**src/rtl/tasr_pkg.sv**
```systemverilog
// ----------------------------------------------------------------------------
// tasr_pkg
// Shared types and constants for the two-axis speed ramp controller.
// ----------------------------------------------------------------------------
`default_nettype none

package tasr_pkg;

  localparam int unsigned SPEED_W   = 16;
  localparam int unsigned MAXSPD_W  = 15;
  localparam int unsigned TMO_W     = 16;
  localparam int unsigned TIME_W    = 32;
  localparam int unsigned TDIV_W    = 4;
  localparam int unsigned NUM_AXES  = 2;

  localparam int unsigned IN_DATA_W  = 56;
  localparam int unsigned IN_USER_W  = 3;
  localparam int unsigned OUT_DATA_W = 72;
  localparam int unsigned APB_ADDR_W = 3;
  localparam int unsigned APB_DATA_W = 32;

  localparam logic signed [SPEED_W-1:0] FIXED_STEP  = 16'sd100;
  localparam logic signed [SPEED_W-1:0] SPEED_LIMIT = 16'sd32767;
  localparam logic signed [SPEED_W-1:0] SPEED_MIN   = -16'sd32767;
  localparam logic signed [SPEED_W-1:0] SPEED_NEG_FULL = 16'sh8000;

  localparam logic [MAXSPD_W-1:0] SPD_LIM_RST    = 15'd1000;
  localparam logic [TMO_W-1:0]    TIMEOUT_MS_RST = 16'd200;

  typedef enum logic [1:0] {
    OP_NUDGE = 2'd0,
    OP_SET   = 2'd1,
    OP_TICK  = 2'd2
  } op_e;

  typedef enum logic {
    REG_SPD_LIM    = 1'b0,
    REG_TIMEOUT_MS = 1'b1
  } reg_e;

  typedef logic signed [SPEED_W-1:0] speed_t;

endpackage

`default_nettype wire

```
**src/rtl/two_axis_speed_ramp.sv**
```systemverilog
// ----------------------------------------------------------------------------
// two_axis_speed_ramp
// Two-axis speed ramp controller with nudge, set-speed and tick commands and
// an auto-stop command timeout.
// ----------------------------------------------------------------------------
// One word is taken per clock cycle. Each word updates the axis state in a
// single pass of logic and its result lands in the output register in the next
// cycle; the input stays ready while that register is empty or is being
// drained, so throughput is one word per cycle unless the output side stalls.
// The speed limit sits at byte address 0 and timeout_ms at byte address 4 of
// the APB port; write them only while no word is in flight.
`default_nettype none

module two_axis_speed_ramp
  import tasr_pkg::*;
#(
  parameter int unsigned TICKS_PER_UPDATE = 9
) (
  input  wire logic                  clk_i,
  input  wire logic                  rst_ni,
  input  wire logic                  s_axis_tvalid,
  output      logic                  s_axis_tready,
  // amount[15:0], auto_stop[16], now_ms[48:17], zero pad [55:49]
  input  wire logic [IN_DATA_W-1:0]  s_axis_tdata,
  // operation[1:0], axis[2]
  input  wire logic [IN_USER_W-1:0]  s_axis_tuser,
  output      logic                  m_axis_tvalid,
  input  wire logic                  m_axis_tready,
  // speed_x[15:0], speed_y[31:16], target_x[47:32], target_y[63:48],
  // timed_out_x[64], timed_out_y[65], zero pad [71:66]
  output      logic [OUT_DATA_W-1:0] m_axis_tdata,
  input  wire logic                  psel,
  input  wire logic                  penable,
  input  wire logic                  pwrite,
  input  wire logic [APB_ADDR_W-1:0] paddr,
  input  wire logic [APB_DATA_W-1:0] pwdata,
  output      logic [APB_DATA_W-1:0] prdata,
  output      logic                  pready
);

  localparam logic [TDIV_W-1:0] TICKS = TDIV_W'(TICKS_PER_UPDATE);

  logic [MAXSPD_W-1:0] spd_lim_q;
  logic [TMO_W-1:0]    timeout_ms_q;

  speed_t              cur_q  [NUM_AXES];
  speed_t              cur_d  [NUM_AXES];
  speed_t              tgt_q  [NUM_AXES];
  speed_t              tgt_d  [NUM_AXES];
  speed_t              step_q [NUM_AXES];
  speed_t              step_d [NUM_AXES];
  logic                as_q   [NUM_AXES];
  logic                as_d   [NUM_AXES];
  logic [TIME_W-1:0]   last_q [NUM_AXES];
  logic [TIME_W-1:0]   last_d [NUM_AXES];
  logic [TDIV_W-1:0]   tdiv_q;
  logic [TDIV_W-1:0]   tdiv_d;
  logic [TDIV_W-1:0]   tdiv_inc;
  logic                tmo    [NUM_AXES];

  logic                m_valid_q;
  logic [OUT_DATA_W-1:0] m_data_q;
  logic                in_fire;
  logic                cfg_wr;

  op_e                 op;
  logic                ax;
  speed_t              amount;
  logic                auto_stop;
  logic [TIME_W-1:0]   now_ms;

  logic signed [SPEED_W:0] nudge_sum;
  logic signed [SPEED_W:0] nudge_lim;
  speed_t                  nudge_tgt;
  speed_t                  set_tgt;

  function automatic speed_t ramp_f(speed_t cur, speed_t tgt, speed_t step);
    logic signed [SPEED_W:0] s;
    logic signed [SPEED_W:0] t;
    speed_t                  r;
    t = {tgt[SPEED_W-1], tgt};
    s = {cur[SPEED_W-1], cur} + {step[SPEED_W-1], step};
    if (cur == tgt) begin
      r = cur;
    end else if (tgt == '0) begin
      r = '0;
    end else begin
      if ((s < 0 && s < t) || (s > 0 && s > t)) begin
        s = t;
      end
      if (s > $signed({SPEED_LIMIT[SPEED_W-1], SPEED_LIMIT})) begin
        r = SPEED_LIMIT;
      end else if (s < $signed({SPEED_MIN[SPEED_W-1], SPEED_MIN})) begin
        r = SPEED_MIN;
      end else begin
        r = s[SPEED_W-1:0];
      end
    end
    return r;
  endfunction

  assign op        = op_e'(s_axis_tuser[1:0]);
  assign ax        = s_axis_tuser[2];
  assign amount    = s_axis_tdata[15:0];
  assign auto_stop = s_axis_tdata[16];
  assign now_ms    = s_axis_tdata[48:17];

  assign s_axis_tready = !m_valid_q || m_axis_tready;
  assign in_fire       = s_axis_tvalid && s_axis_tready;
  assign m_axis_tvalid = m_valid_q;
  assign m_axis_tdata  = m_data_q;

  // configuration port
  assign pready = 1'b1;
  assign cfg_wr = psel && penable && pwrite && pready;

  always_comb begin
    case (reg_e'(paddr[2]))
      REG_SPD_LIM:    prdata = {{(APB_DATA_W-MAXSPD_W){1'b0}}, spd_lim_q};
      REG_TIMEOUT_MS: prdata = {{(APB_DATA_W-TMO_W){1'b0}}, timeout_ms_q};
      default:        prdata = '0;
    endcase
  end

  always_ff @(posedge clk_i or negedge rst_ni) begin
    if (!rst_ni) begin
      spd_lim_q    <= SPD_LIM_RST;
      timeout_ms_q <= TIMEOUT_MS_RST;
    end else if (cfg_wr) begin
      case (reg_e'(paddr[2]))
        REG_SPD_LIM:    spd_lim_q    <= pwdata[MAXSPD_W-1:0];
        REG_TIMEOUT_MS: timeout_ms_q <= pwdata[TMO_W-1:0];
        default:        ;
      endcase
    end
  end

  // command datapath
  assign nudge_lim = {2'b00, spd_lim_q};
  assign nudge_sum = {tgt_q[ax][SPEED_W-1], tgt_q[ax]} + {amount[SPEED_W-1], amount};

  always_comb begin
    if (nudge_sum > nudge_lim) begin
      nudge_tgt = nudge_lim[SPEED_W-1:0];
    end else if (nudge_sum < -nudge_lim) begin
      nudge_tgt = SPEED_W'(-nudge_lim);
    end else begin
      nudge_tgt = nudge_sum[SPEED_W-1:0];
    end
  end

  assign set_tgt  = (amount == SPEED_NEG_FULL) ? SPEED_MIN : amount;
  assign tdiv_inc = tdiv_q + TDIV_W'(1);

  always_comb begin
    cur_d  = cur_q;
    tgt_d  = tgt_q;
    step_d = step_q;
    as_d   = as_q;
    last_d = last_q;
    tdiv_d = tdiv_q;
    for (int k = 0; k < NUM_AXES; k++) begin
      tmo[k] = 1'b0;
    end
    case (op)
      OP_NUDGE: begin
        as_d[ax]   = auto_stop;
        step_d[ax] = amount;
        tgt_d[ax]  = nudge_tgt;
        last_d[ax] = now_ms;
      end
      OP_SET: begin
        as_d[ax]   = 1'b0;
        step_d[ax] = FIXED_STEP;
        tgt_d[ax]  = set_tgt;
      end
      OP_TICK: begin
        for (int k = 0; k < NUM_AXES; k++) begin
          if (as_q[k] && tgt_q[k] != '0 &&
              (now_ms - last_q[k]) > {{(TIME_W-TMO_W){1'b0}}, timeout_ms_q}) begin
            tgt_d[k] = '0;
            tmo[k]   = 1'b1;
          end
        end
        tdiv_d = tdiv_inc;
        if (tdiv_inc >= TICKS) begin
          tdiv_d = '0;
          for (int k = 0; k < NUM_AXES; k++) begin
            cur_d[k] = ramp_f(cur_q[k], tgt_d[k], step_q[k]);
          end
        end
      end
      default: ;
    endcase
  end

  always_ff @(posedge clk_i or negedge rst_ni) begin
    if (!rst_ni) begin
      for (int k = 0; k < NUM_AXES; k++) begin
        cur_q[k]  <= '0;
        tgt_q[k]  <= '0;
        step_q[k] <= '0;
        as_q[k]   <= 1'b0;
        last_q[k] <= '0;
      end
      tdiv_q <= '0;
    end else if (in_fire) begin
      cur_q  <= cur_d;
      tgt_q  <= tgt_d;
      step_q <= step_d;
      as_q   <= as_d;
      last_q <= last_d;
      tdiv_q <= tdiv_d;
    end
  end

  // output register
  always_ff @(posedge clk_i or negedge rst_ni) begin
    if (!rst_ni) begin
      m_valid_q <= 1'b0;
    end else if (in_fire) begin
      m_valid_q <= 1'b1;
    end else if (m_axis_tready) begin
      m_valid_q <= 1'b0;
    end
  end

  always_ff @(posedge clk_i) begin
    if (in_fire) begin
      m_data_q <= {6'b000000, tmo[1], tmo[0], tgt_d[1], tgt_d[0], cur_d[1], cur_d[0]};
    end
  end

endmodule

`default_nettype wire

```
**config.mk**
```make
export PLATFORM = sky130hd
export DESIGN_NAME = two_axis_speed_ramp
export DESIGN_NICKNAME = d
export VERILOG_FILES = /design/src/rtl/tasr_pkg.sv /design/src/rtl/two_axis_speed_ramp.sv
export SDC_FILE = /design/constraint.sdc
export NUM_CORES = 1
export LEC_CHECK = 0
export ABC_CLOCK_PERIOD_IN_PS = 11100
export BUFFER_PORTS_ARGS = -buffer_cell sky130_fd_sc_hd__clkbuf_2
export CAP_MARGIN = 0
export CORE_ASPECT_RATIO = 1.1
export CORE_UTILIZATION = 55
export CTS_CLUSTER_DIAMETER = 50
export CTS_CLUSTER_SIZE = 16
export DETAILED_ROUTE_END_ITERATION = 10
export PLACE_DENSITY_LB_ADDON = 0.1
export REMOVE_ABC_BUFFERS = 1
export SLEW_MARGIN = 20
export SYNTH_ARGS = -nofsm -noshare
export SYNTH_HDL_FRONTEND = slang
export SYNTH_SLANG_ARGS = --single-unit
```
**constraint.sdc**
```tcl
create_clock -name clk_i -period 11.1 [get_ports clk_i]
set_clock_uncertainty 0.1 [all_clocks]
set_input_delay 0 -clock clk_i [delete_from_list [all_inputs] [get_ports clk_i]]
set_output_delay 0 -clock clk_i [all_outputs]
set_load 0.03 [all_outputs]
```
Yosys cells after proc, flatten, opt, wreduce, memory -nomap -nowiden:

Index checks and enable logic that the tools add are counted.

* $add $sub $neg: 7
* order comparisons: 19
* equal/unequal tests: 5
* mux-type cells: 50
* bitwise operators: 7
* reduce and logical (&&, ||, !) cells: 28

Operator list (number)
* $mux 16: 19
* $mux 17: 10
* $pmux 32 s2: 2
* $bwmux 32: 3
* $mux 32: 3
* $pmux 32 s3: 1
* $bwmux 64: 1
* $gt 32x16->1: 2
* $sub 32x32->32: 2
* $add 16x16->17: 3
* $gt 17x16->1: 3
* $gt 17x1->1 const B: 2
* $gt 17x16->1 const B: 2
* $lt 17x1->1 const B: 2
* $lt 17x16->1: 2
* $lt 17x16->1 const B: 2
* $demux 32 s1: 1
* $eq 16x16->1: 2
* $logic_not 16->1: 2
* $reduce_bool 16->1: 2
* $and 26x26->26: 1
* $not 26->26: 1
* $lt 17x17->1: 1
* $neg 15->17: 1
* other kinds (24): 46

* register bits after elaboration: 264
* output and inout bits: 107

Longest topological paths before layout:

* depth after elaboration: 20
* gate-level depth with buffers: 39
* depth with buffers taken out: 34

Worst setup path after synthesis:

No wires, ideal clock.

* kind: register to register
* start point: reg last_q[0] (netlist name)
* end point: reg m_data_q[26], in the netlist m_axis_tdata[26] (data pin)
* setup time: 0.260 ns
* data arrival time: 7.441 ns
* required time: 10.740 ns
* setup slack: 3.299 ns
* cell stages (with the launch flop): 33
* path buffers: 5
* clock period less this slack: 7.801 ns
* cell sequence: dfrtp_1 > ha_1 > fa_1 > nand2b_1 > a21o_1 > a31o_2 > o21ai_0 > xor2_1 > ha_1 > and3_1 > a221o_1 > a221oi_1 > a31oi_1 > nor4b_1 > o2111ai_1 > nand4b_1 > o41a_1 > buf_2 > nand2_1 > clkbuf_1 > clkbuf_1 > nand2_1 > ha_1 > and3_1 > nand3_1 > or4_1 > a21o_1 > nand3_1 > clkbuf_1 > clkbuf_1 > mux2i_1 > a21oi_1 > mux2_2

RTL lines
* start: declaration: RTL line two_axis_speed_ramp.sv:54 `logic [TIME_W-1:0] last_q [NUM_AXES];`
* start signal: assignment: RTL line two_axis_speed_ramp.sv:212 `last_q <= last_d;`
* end signal: assignment: RTL line two_axis_speed_ramp.sv:230 `m_data_q <= {6'b000000, tmo[1], tmo[0], tgt_d[1], tgt_d[0], cur_d[1], cur_d[0]};`
* end: declaration: RTL line two_axis_speed_ramp.sv:62 `logic [OUT_DATA_W-1:0] m_data_q;`

==> results list <==
* Initial cell density of the core: 55.6%
* Least setup slack across all paths after layout: 1570 ps
- After detailed routing, the number of vias per cell comes to 6.46.
- Non-filler cells in the finished layout: 3512
- For this run, the register share of the synthesized area comes to 29.6%.
- The number of pins exceeding their max-slew limit in the final report is 0.
- Number of buffers added for setup after CTS: 0
- Counting tap cells, the placed design contains a total of 3368 instances.
* Most common cell after layout, fill and taps aside: nand2_1
- Worst setup startpoint: last_q[6]$_DFFE_PN0P_
* Ant diodes: 0
- Share of cells above drive strength 1: 15.7%
- Insertion delay to the later sink of the worst-skew pair: 580 ps
- Setup repair after global routing left no endpoint under its margin.
* Final cycle utilization of the critical path: 85.8%
- Clock transition at path regs: 60 ps
- The clock network accounts for 22.1% of the total power.
- Static leakage: 12.0 nW
- Internal power contribution: 3.37 mW
- The routed layout has 22700 vias.
- Compared with the post-synthesis result, the final layout area differs by 13.7%.
* Count of boundary I/O pins: 208
- The die is 219 µm tall.
* Number of nets in the finished design: 3231
- After Yosys synthesis, and, or, nand and nor cells account for 15.7% of the synthesized area.
* Area enclosed by the die boundary: 43500 µm²
* Drt wl/cell: 22.8 µm
* CP Class: flip-flop to flip-flop
* Multi-input logic area: 15200 µm²
- CTS tree: done
- Aggregate routed wire length: 80200 µm
- In this run, synthesis inferred 66 flip-flops with an integrated enable.
- Area fraction of the dominant cell type after synthesis: 20.2%
* Count of antenna-violating nets left after detailed routing: 0
- Number of port buffers: 159
* GR Util All Layers: 36.9%
* Adder-cell share of the synthesized area: 11.6%
* Power after layout: 6.32 mW
* DRC violations left: 0
- Of the total power, the share spent switching nets is 46.7%.
- Summing every instance area after synthesis gives 23500 µm².
- Counting flops and latches in the post-synthesis netlist gives 264.
- Setup violations remaining at the end of the flow were counted as 0.
* Most used DFF post-synth: dfrtp_1
* H-Tree Level Count: 2
- Aggregate negative setup slack: 0 ps
- Of the total synthesized cell area, the portion taken by XOR and XNOR cells is 3.25%.
* Hold violation count in the final report: 0
* Data arrival time of the critical path: 9750 ps
- Antenna violations before repair: 0
- At the pin with the least slew margin, the transition time is 1120 ps.
* Largest net degree at the start of global routing: 89
* Horizontal die dimension: 199 µm
- Number of synthesis warnings: 0
* Number of DRC markers after the initial detailed-route iteration: 2165
- In this run the worst hold path is classified as input port to flip-flop.
- Via count of the first global-routing pass: 21900
- The worst setup path is captured at a flip-flop.
- The cell sitting at the root of the clock tree is a clkbuf_16.
- The synthesized netlist devotes 24.9% of its cell area to compound gates.
- Number of CTS-inserted buffers: 40
- Cell with the largest stage delay on the worst path: o41a_1
- For this run the aggregate overflow at the end of global routing stands at 0.
* Max Freq: 105 MHz
* Dominant combinational cell family by area after synthesis: compound AO/OA/AOI/OAI gates
- Largest fanout on the critical path: 29
- Biggest area contributors in the synthesized netlist: dfrtp_1 (20%), ha_1 (11%), edfxtp_1 (8.4%)
- Summing all flip-flop and latch instances after layout gives 6950 µm².
* Sinks on the clock net: 264
* Run status: completed
* Switching power: 2.95 mW
- Combinational share of power: 54.4%
* HP Start: m_axis_tready
- Worst slew margin: 25.3%
* Power Density: 237 nW/µm²
- The worst-case IR drop observed on VDD is 0.000155 V.
* Buffer levels on the longest clock path: 3
- Reg2Reg Launch Point: last_q[6]$_DFFE_PN0P_
- Largest stage delay on the critical path: 730 ps
* Placeable Area: 42200 µm²
* Clock period minus final worst setup slack: 9530 ps
- Async S/R FF share, synth: 75.0%
* Element type at the critical path start: flip-flop
- RD Place Congestion: 0.972
* Number of max-capacitance violations reported: 0
- Library cell occupying the most area in the post-synthesis netlist: dfrtp_1
- The first global-routing pass estimated 123000 µm of wire.
- In this run, flip-flops and latches consume 23.5% of the power.
* Place WS: 1710 ps
- The library cells used most frequently in the layout, excluding fill and tap cells, are nand2_1 (300), o21ai_0 (219), ha_1 (210).
- Total number of placement rows: 79
- First-pass detailed-route iteration total: 8
* Final design utilization: 63.2%
* Number of distinct library cells after synthesis: 94
- The HPWL after detailed placement is 59300 µm.
* Cell count after synthesis: 2771
- Mean post-synth cell area: 8.47 µm²
* Mux share of post-synthesis cell area: 8.62%
- The filler cells instantiated in the layout total 3660.
* Worst Path Required: 11320 ps
## final cells by class
class / count / share of cell area (%)
clock buffers: 47 / 4.00
inverters: 190 / 2.68
flip-flops and latches: 264 / 26.0
multi-input cells: 2168 / 56.8
well taps: 567 / 2.66
clock inverters: 25 / 1.51
repair buffers: 251 / 6.32
## metrics by stage
stage                     hold WS [ps]  instance area [µm²]
after global routing               105                26700
final                             83.7                26700
after CTS                         57.9                26700
after detailed placement         -32.9                24500
after global placement           -38.7                24500
after floorplan                   -396                22800
## registers in the layout, summed over array words and instances, names as in the netlist
signal and cells:
spd_lim_q 15, m_axis_tvalid 1, step_q 32, m_axis_tdata 66, as_q 2, tgt_q 32, cur_q 32, last_q 64
tdiv_q 4, timeout_ms_q 16
## cells by family after synthesis
group           Yosys count
compound gates          893
xor+xnor                 87
fa+ha+maj               215
buf+inv                 360
flops                   264
mux                     182
other cells               2
simple gates            768
## critical path, delay by kind of cell (launching register included)
family,cells,cell delay [ps]
simple gates,9,2210
buf+inv,4,710
compound gates,15,4430
fa+ha+maj,3,980
mux,1,320
xor+xnor,1,210
flops,1,330
## Yosys cell counts, types with 19 or more instances
| master | number |
|---|---|
| clkbuf_1 | 124 |
| dfrtp_1 | 189 |
| nand4_1 | 43 |
| o211ai_1 | 42 |
| nand3_1 | 44 |
| nor4_1 | 26 |
| xor2_1 | 28 |
| mux2_2 | 159 |
| and3_1 | 19 |
| a31oi_1 | 41 |
| inv_1 | 188 |
| o21a_1 | 34 |
| a21oi_1 | 201 |
| nor2_1 | 141 |
| mux2i_1 | 22 |
| a211oi_1 | 27 |
| nor2b_1 | 34 |
| edfxtp_1 | 66 |
| nand2b_1 | 23 |
| o22ai_1 | 44 |
| xnor2_1 | 59 |
| nor3_1 | 45 |
| ha_1 | 210 |
| buf_4 | 24 |
| o21ai_0 | 220 |
| a21o_1 | 57 |
| nand2_1 | 300 |
## worst paths after layout
check	end	cells after the start	slack, ps
hold / removal	tgt_q[30]$_DFFE_PN0P_	5	80
setup reg to reg	m_axis_tdata[28]$_DFFE_PP_	33	1570
min in group asynchronous	spd_lim_q[2]$_DFFE_PN0P_	3	440
max in group asynchronous	tgt_q[22]$_DFFE_PN0P_	5	8520
setup / recovery	m_axis_tdata[28]$_DFFE_PP_	33	1570
hold reg to reg	step_q[19]$_DFFE_PN0P_	2	390
## power by group through the flow
stage / clock network (mW) / registers, mW / logic [mW]
floorplan: 0 / 1.43 / 2.32
global placement: 0 / 1.47 / 3.24
detailed placement: 0 / 1.48 / 3.31
CTS: 1.41 / 1.47 / 3.35
global route: 1.45 / 1.50 / 3.76
finish: 1.40 / 1.48 / 3.44
## timing repair
item / 4_1_cts / 5_1_grt
hold endpoints to repair: 244 / 0
hold buffers: 72 / 0
gates resized for setup: 0 / 0
## per-layer routing
metal	global-route usage (%)	wire length [µm]	vias to the layer above
met3	5.93	5870	292
met4	23.0	5280	0
met1	44.2	31200	10900
li1	-	-	10500
met5	0	0	-
met2	61.6	37800	1025
No activity file was read; power rests on OpenSTA's default activity.
